**src/anp_pkg.sv**
```systemverilog
`timescale 1ns / 1ps

package anp_pkg;

  // Character codes used by the parser.
  localparam logic [7:0] ChZero  = 8'h30;
  localparam logic [7:0] ChNine  = 8'h39;
  localparam logic [7:0] ChX     = 8'h78;
  localparam logic [7:0] ChMinus = 8'h2D;
  localparam logic [7:0] ChUpA   = 8'h41;
  localparam logic [7:0] ChUpF   = 8'h46;
  localparam logic [7:0] ChLowA  = 8'h61;
  localparam logic [7:0] ChLowF  = 8'h66;

  // Base mode register codes.
  localparam logic [1:0] ModeAuto = 2'd0;
  localparam logic [1:0] ModeDec  = 2'd1;
  localparam logic [1:0] ModeHex  = 2'd2;

  // Configuration register indexes.
  localparam logic RegTerminator = 1'b0;
  localparam logic RegBaseMode   = 1'b1;

  localparam int unsigned ValueW = 32;

  // Hex digit value; characters that are no hex digit give their raw code.
  function automatic logic [7:0] hex_digit(input logic [7:0] c);
    logic [7:0] d;
    d = c;
    if (c >= ChZero && c <= ChNine) begin
      d = c - ChZero;
    end else if (c >= ChUpA && c <= ChUpF) begin
      d = c - ChUpA + 8'd10;
    end else if (c >= ChLowA && c <= ChLowF) begin
      d = c - ChLowA + 8'd10;
    end
    return d;
  endfunction

endpackage

```
**src/ascii_number_parser.sv**
```systemverilog
`timescale 1ns / 1ps

// Streaming ASCII number parser.
// Characters enter one per item on the input channel (in_valid_i / in_ready_o,
// in_character_i). They are folded into a 32-bit accumulator until a character
// equal to the terminator register arrives; that item produces one result item
// on the output channel (out_valid_o / out_ready_i) carrying the value, negated
// if the string began with a minus, and a flag telling whether it was parsed
// as hexadecimal. All other characters produce no result.
// The configuration port (cfg_we_i, cfg_index_i, cfg_data_i) sets the
// terminator (index 0) and the base mode (index 1: auto, decimal, hex; the
// unused code acts as auto). Writes take effect at once and are meant for
// idle periods only.
// Every item is handled in the cycle in which it is accepted, so the block
// takes one character per cycle while in_ready_o is high; the output register
// holds the result in the cycle after the terminator is accepted. It is the only
// buffer: while it holds a result that the receiver stalls on, in_ready_o is
// low, and it is high again in the cycle the result is taken.
// Reset clears the string state, the configuration and the output valid bit.
module ascii_number_parser (
  input  logic               clk_i,
  input  logic               rst_ni,
  input  logic               cfg_we_i,
  input  logic               cfg_index_i,
  input  logic [7:0]         cfg_data_i,
  input  logic               in_valid_i,
  output logic               in_ready_o,
  input  logic [7:0]         in_character_i,
  output logic               out_valid_o,
  input  logic               out_ready_i,
  output logic signed [31:0] out_value_o,
  output logic               out_was_hex_o
);

  localparam int unsigned W = anp_pkg::ValueW;

  // Configuration registers.
  logic [7:0] terminator_q;
  logic [1:0] base_mode_q;

  // String state.
  logic [W-1:0] acc_q, acc_d;
  logic         negative_q, negative_d;
  logic [1:0]   position_q, position_d;
  logic         first_zero_q, first_zero_d;
  logic         hex_active_q, hex_active_d;

  // Output register.
  logic         out_valid_q, out_valid_d;
  logic [W-1:0] out_value_q;
  logic         out_hex_q;

  logic         accept;
  logic         term_match;
  logic         auto_mode;
  logic         decode_hex;
  logic         prefix_x;
  logic         sign_char;
  logic [W-1:0] acc_x10;
  logic [W-1:0] acc_x16;
  logic [W-1:0] dec_digit;
  logic [W-1:0] hex_value;
  logic [W-1:0] result_value;

  // The output register parts the channels: a new character is taken as soon
  // as any pending result leaves.
  assign in_ready_o = !out_valid_q || out_ready_i;
  assign accept     = in_valid_i && in_ready_o;

  assign term_match = (in_character_i == terminator_q);
  assign auto_mode  = (base_mode_q != anp_pkg::ModeDec) && (base_mode_q != anp_pkg::ModeHex);
  assign decode_hex = (base_mode_q == anp_pkg::ModeHex) || (auto_mode && hex_active_q);

  // "0x" as the first two characters switches auto mode to hexadecimal.
  assign prefix_x  = auto_mode && (position_q == 2'd1) && first_zero_q &&
                     (in_character_i == anp_pkg::ChX);
  // A leading minus only counts where decimal parsing is possible.
  assign sign_char = (position_q == 2'd0) && (in_character_i == anp_pkg::ChMinus) &&
                     (base_mode_q != anp_pkg::ModeHex);

  // Multiply by ten as shift-and-add; digits are not checked, so a non-digit
  // contributes its code minus the code of '0', wrapping modulo 2^32.
  assign acc_x10   = {acc_q[W-4:0], 3'b000} + {acc_q[W-2:0], 1'b0};
  assign acc_x16   = {acc_q[W-5:0], 4'b0000};
  assign dec_digit = {{(W-8){1'b0}}, in_character_i} - {{(W-8){1'b0}}, anp_pkg::ChZero};
  assign hex_value = {{(W-8){1'b0}}, anp_pkg::hex_digit(in_character_i)};

  assign result_value = negative_q ? (~acc_q + {{(W-1){1'b0}}, 1'b1}) : acc_q;

  always_comb begin
    acc_d        = acc_q;
    negative_d   = negative_q;
    position_d   = position_q;
    first_zero_d = first_zero_q;
    hex_active_d = hex_active_q;
    if (accept) begin
      if (term_match) begin
        // End of string: the state starts over for the next one.
        acc_d        = '0;
        negative_d   = 1'b0;
        position_d   = 2'd0;
        first_zero_d = 1'b0;
        hex_active_d = 1'b0;
      end else begin
        priority if (prefix_x) begin
          hex_active_d = 1'b1;
          acc_d        = '0;
        end else if (sign_char) begin
          negative_d = 1'b1;
        end else if (decode_hex) begin
          acc_d = acc_x16 + hex_value;
        end else begin
          acc_d = acc_x10 + dec_digit;
        end
        if (position_q == 2'd0 && in_character_i == anp_pkg::ChZero) begin
          first_zero_d = 1'b1;
        end
        if (position_q != 2'd2) begin
          position_d = position_q + 2'd1;
        end
      end
    end
  end

  always_comb begin
    out_valid_d = out_valid_q;
    if (accept && term_match) begin
      out_valid_d = 1'b1;
    end else if (out_ready_i) begin
      out_valid_d = 1'b0;
    end
  end

  always_ff @(posedge clk_i or negedge rst_ni) begin
    if (!rst_ni) begin
      terminator_q <= '0;
      base_mode_q  <= anp_pkg::ModeAuto;
      acc_q        <= '0;
      negative_q   <= 1'b0;
      position_q   <= 2'd0;
      first_zero_q <= 1'b0;
      hex_active_q <= 1'b0;
      out_valid_q  <= 1'b0;
    end else begin
      if (cfg_we_i) begin
        unique case (cfg_index_i)
          anp_pkg::RegTerminator: terminator_q <= cfg_data_i;
          anp_pkg::RegBaseMode:   base_mode_q  <= cfg_data_i[1:0];
          default:                terminator_q <= terminator_q;
        endcase
      end
      acc_q        <= acc_d;
      negative_q   <= negative_d;
      position_q   <= position_d;
      first_zero_q <= first_zero_d;
      hex_active_q <= hex_active_d;
      out_valid_q  <= out_valid_d;
    end
  end

  // Result payload; loaded only when a terminator is accepted.
  always_ff @(posedge clk_i) begin
    if (accept && term_match) begin
      out_value_q <= result_value;
      out_hex_q   <= decode_hex;
    end
  end

  assign out_valid_o   = out_valid_q;
  assign out_value_o   = $signed(out_value_q);
  assign out_was_hex_o = out_hex_q;

`ifndef SYNTHESIS
  // A result only appears after a terminator was accepted.
  assert property (@(posedge clk_i) disable iff (!rst_ni)
    $rose(out_valid_q) |-> $past(accept && term_match))
    else $error("result raised without an accepted terminator");

  // A terminator leaves the string state cleared.
  assert property (@(posedge clk_i) disable iff (!rst_ni)
    (accept && term_match) |=>
      (acc_q == '0 && !negative_q && position_q == 2'd0 && !hex_active_q))
    else $error("string state not cleared after terminator");

  // The character position saturates at two.
  assert property (@(posedge clk_i) disable iff (!rst_ni)
    position_q != 2'd3)
    else $error("position counter overran");

  // The hex prefix can only have been taken after a leading zero.
  assert property (@(posedge clk_i) disable iff (!rst_ni)
    hex_active_q |-> first_zero_q)
    else $error("hex mode active without leading zero");
`endif

endmodule

```
**config.mk**
```make
export PLATFORM = sky130hd
export DESIGN_NAME = ascii_number_parser
export DESIGN_NICKNAME = d
export VERILOG_FILES = /design/src/anp_pkg.sv /design/src/ascii_number_parser.sv
export SDC_FILE = /design/constraint.sdc
export NUM_CORES = 1
export LEC_CHECK = 0
export ABC_AREA = 1
export BUFFER_PORTS_ARGS = -buffer_cell sky130_fd_sc_hd__buf_4
export CORE_MARGIN = 2
export CORE_UTILIZATION = 25
export CTS_BUF_LIST = sky130_fd_sc_hd__clkbuf_8 sky130_fd_sc_hd__clkbuf_16
export DETAILED_ROUTE_END_ITERATION = 10
export HOLD_SLACK_MARGIN = 0.02
export SETUP_SLACK_MARGIN = 0.02
export SYNTH_ARGS = -nofsm -noshare
export SYNTH_HDL_FRONTEND = slang
export SYNTH_SLANG_ARGS = --single-unit
```
**constraint.sdc**
```tcl
create_clock -name clk_i -period 4.8 [get_ports clk_i]
set_input_delay 0.72 -clock clk_i [delete_from_list [all_inputs] [get_ports clk_i]]
set_output_delay 0.72 -clock clk_i [all_outputs]
set_load 0.02 [all_outputs]
```
==> impl_summary.txt <==
----------------------------------------------------
[Run status]
  Status ... finished clean

[Die]
  Initial cell density of the core ... between 20% and 30%
  Vertical die dimension ... 189 µm
  Core Box Area ... around 34000 µm²
  Die outline width ... around 190 µm
  Number of I/O pins ... 57
  Die footprint ... roughly 36000 µm²
  Row count ... 67

[Critical path]
  Flop2flop setup slack ... 1.54 ns
  Type of origin of the critical path ... input port
  Category of the most critical setup path ... in -> reg
  Worst path arrival time ... 4.11 ns
  Worst R2R End ... acc_q[31]
  Critical path destination ... acc_q[28]
  Type of destination of the critical path ... flop
  R2R Path Start ... acc_q[4]
  Top fanout value on the critical path ... 8
  Cell depth of the worst flop-to-flop path ... 14
  Start point of the critical path ... in_character_i[1]
  Critical Path RT ... 5.10 ns

[GRT]
  Global-route wire length before repair ... 41.2 mm
  Overall track demand over capacity in global routing ... between 10% and 20%
  Number of antenna violations at the first check in global routing ... 0
  Remaining Overflow, GRT ... 0
  Largest net degree at the start of global routing ... 49
  Number of global-route vias before repair ... 7810

[Detailed routing]
  Number of iterations in the first detailed-routing pass ... 5
  Vias per cell ... 4.54
  Initial drt markers ... 658
  Number of DRC violations after detailed routing ... 0
  Total Wirelength ... 24.9 mm
  Via count ... 8049
  Post-detailed-route wirelength per cell ... 14.0 µm
  Post-detailed-route count of antenna-violating nets ... 0

[Logic synthesis]
  Fraction of post-synthesis cell area in the top cell type by area ... 18.2%
  Yosys warning total ... 0
  Number of library cell types mapped by synthesis ... 52
  Post-synthesis instance total ... 1274
  Largest cells by area after synthesis ... sky130_fd_sc_hd__nand2_1 (18%), sky130_fd_sc_hd__dfrtp_1 (14%), sky130_fd_sc_hd__edfxtp_1 (12%), sky130_fd_sc_hd__inv_1 (8.5%), sky130_fd_sc_hd__fa_1 (7.0%)
  Portion of the post-synthesis area used by sequential elements ... 25.5%
  Total standard cell area after synthesis ... approximately 8600 µm²
  Post-synthesis average cell area ... 6.74 µm²
  Syn_nets ... 1374
  Library cell with the largest summed area after synthesis ... sky130_fd_sc_hd__nand2_1
  Number of storage elements in the synthesis netlist ... between 80 and 90

[Power]
  Lkg Pwr ... ~4.9 nW
  Power per cell area ... 721 nW/µm²
  Maximum VDD drop ... 0.278 mV

[Clock tree]
  Buffer count from post-CTS setup fixing ... 0
  TritonCTS clock tree ... built
  Root buffer cell ... sky130_fd_sc_hd__clkbuf_16
  Number of clock buffers inserted by TritonCTS ... 9
  Number of sinks handled by clock tree synthesis ... 81
  Clk pin slew, worst setup/hold paths ... 0.06 ns
  Skew-Pair Late Insertion Delay ... between 0.3 and 0.4 ns
  Maximum buffer depth of the clock tree ... 2
  Hold-fix buffers, CTS ... 0
  CTS-repair resized insts ... 0
  # H-tree levels ... 3

[Cells and area]
  Layout Nets ... between 1000 and 1500
  Final cell area excluding filler cells ... 9730 µm²
  Most common cell after layout, fill and taps aside ... sky130_fd_sc_hd__nand2_1
  Ant diodes ... 0
  Fraction of final layout cells with drive strength greater than 1 ... 10.6%
  Area growth syn-to-layout ... 13.3%
  Most used cells in the layout excluding fill and tap cells ... sky130_fd_sc_hd__nand2_1 (416), sky130_fd_sc_hd__inv_1 (195), sky130_fd_sc_hd__nor2_1 (119)

[STA]
  Setup clock skew after layout ... 0.00992 ns
  Number of pins with negative max-slew slack in the final report ... 0
  Worst-case headroom to the max-slew limit ... 22.8%
  Fraction of the cycle the final worst path needs ... 79.3%
  Number of failing hold endpoints at the final stage ... 0
  Slew of the pin with the lowest slew margin ... 1.16 ns
  Achievable Freq ... 263 MHz
  Final min period ... 3.81 ns
  Setup violation total in the final timing report ... 0
  Accumulated negative setup slack ... 0 ns
  Setup repair after global routing missed its margin ... false

[Place]
  Placed instance area ... 9440 µm²
  PortBufs ... 56
  Post-DP HPWL ... 19.8 mm
  Gp weighted congestion ... 0.903

[Flow run]
  # Max-Cap Violations ... 0

[Worst hold path]
  HP Class ... in -> async

----------------------------------------------------
worst max-delay path, cell delays in order:
cell,delay [ns]
sky130_fd_sc_hd__buf_4,0.13
sky130_fd_sc_hd__inv_1,0.12
sky130_fd_sc_hd__ha_1,0.20
sky130_fd_sc_hd__inv_1,0.15
sky130_fd_sc_hd__nand3_1,0.11
sky130_fd_sc_hd__and3_1,0.16
sky130_fd_sc_hd__nand2_1,0.14
sky130_fd_sc_hd__nand2_2,0.14
sky130_fd_sc_hd__a21oi_1,0.18
sky130_fd_sc_hd__xor2_1,0.21
sky130_fd_sc_hd__ha_1,0.23
sky130_fd_sc_hd__inv_1,0.07
sky130_fd_sc_hd__fa_1,0.42
sky130_fd_sc_hd__o21ai_2,0.30
sky130_fd_sc_hd__inv_2,0.10
sky130_fd_sc_hd__nor2_1,0.24
sky130_fd_sc_hd__nand2_1,0.09
sky130_fd_sc_hd__nand2_1,0.06
sky130_fd_sc_hd__nand2_1,0.05
sky130_fd_sc_hd__a21oi_1,0.13
sky130_fd_sc_hd__nand2_1,0.09
sky130_fd_sc_hd__nand2_1,0.06
cell usage after synthesis, drive strengths merged:
cell	instances
o31ai	2
mux2	6
nand3	113
nand4	19
o2111ai	1
xnor2	6
xor2	40
and2	4
edfxtp	33
clkbuf	8
nand2	423
buf	16
a31oi	2
nand3b	3
a21o	1
and3	1
or2	3
a211oi	1
dfrtp	48
o211ai	1
fa	30
o21ai	62
nor2	128
o21bai	4
nor3	15
ha	48
nor4	1
inv	204
clkinv	3
a21oi	48
registers in the layout (all words and copies together), names as in the netlist:
register	flops
acc_q	32
base_mode_q	2
first_zero_q	1
hex_active_q	1
negative_q	1
out_valid_o	1
out_value_o	32
out_was_hex_o	1
position_q	2
terminator_q	8
report_power, final:
| part | internal (mW) | switching (mW) | leakage (nW) |
|---|---|---|---|
| Clock | 0.414 | 0.301 | 0.150 |
| Sequential | 0.915 | 0.442 | 0.879 |
| Combinational | 1.68 | 3.27 | 3.90 |
per-layer routing:
metal  vias to the layer above  wire length [µm]  global-route usage, %
li1                       4112                 -                      -
met1                      3682             11800                   20.0
met2                       215             11200                   23.3
met3                        40              1280                   1.61
met4                         0               614                   5.28
met5                         -                 0                      0
area by class of cell:
type / instances / area, µm²
Timing Repair Buffer: 59 / 443
Clock buffer: 10 / 239
Fill cell: 3723 / 24000
Clock inverter: 6 / 60.1
Tap cell: 448 / 561
Inverter: 207 / 791
Multi-Input combinational cell: 962 / 5450
Sequential cell: 81 / 2190
through the flow:
stage	setup slack [ns]	hold slack (ns)	util, %	instances	power, mW
2_1_floorplan	0.464	0.424	-	1274	4.90
3_3_place_gp	0.691	0.478	28.0	1757	6.19
3_5_place_dp	0.698	0.475	28.0	1757	6.23
4_1_cts	1.06	0.423	28.9	1773	6.97
5_1_grt	0.767	0.433	28.9	1773	7.79
6_report	0.992	0.376	28.9	1773	7.02
worst min path at each step:
stage                         startpoint               to  slack [ns]  cells past startpoint
after floorplan                   rst_ni         acc_q[0]        0.42                      0
after detailed placement  base_mode_q[0]   base_mode_q[0]        0.48                      2
after global placement    base_mode_q[0]   base_mode_q[0]        0.48                      2
after CTS                         rst_ni  terminator_q[6]        0.42                      1
after global routing              rst_ni  terminator_q[1]        0.43                      1
final                             rst_ni  terminator_q[1]        0.38                      1
kinds of logic (layout without fill, tap and decap cells):
group | Yosys count | after routing | synth area share (%)
AO/OA/AOI/OAI | 122 | 122 | 8.23
XOR/XNOR | 46 | 46 | 4.69
multiplexers | 6 | 6 | 0.786
AND/OR/NAND/NOR | 710 | 710 | 35.7
adder cells (fa/ha/maj) | 78 | 78 | 14.0
buffers and inverters | 231 | 282 | 11.1
flip-flops | 81 | 81 | 25.5
(Power assumes the default switching activity.)
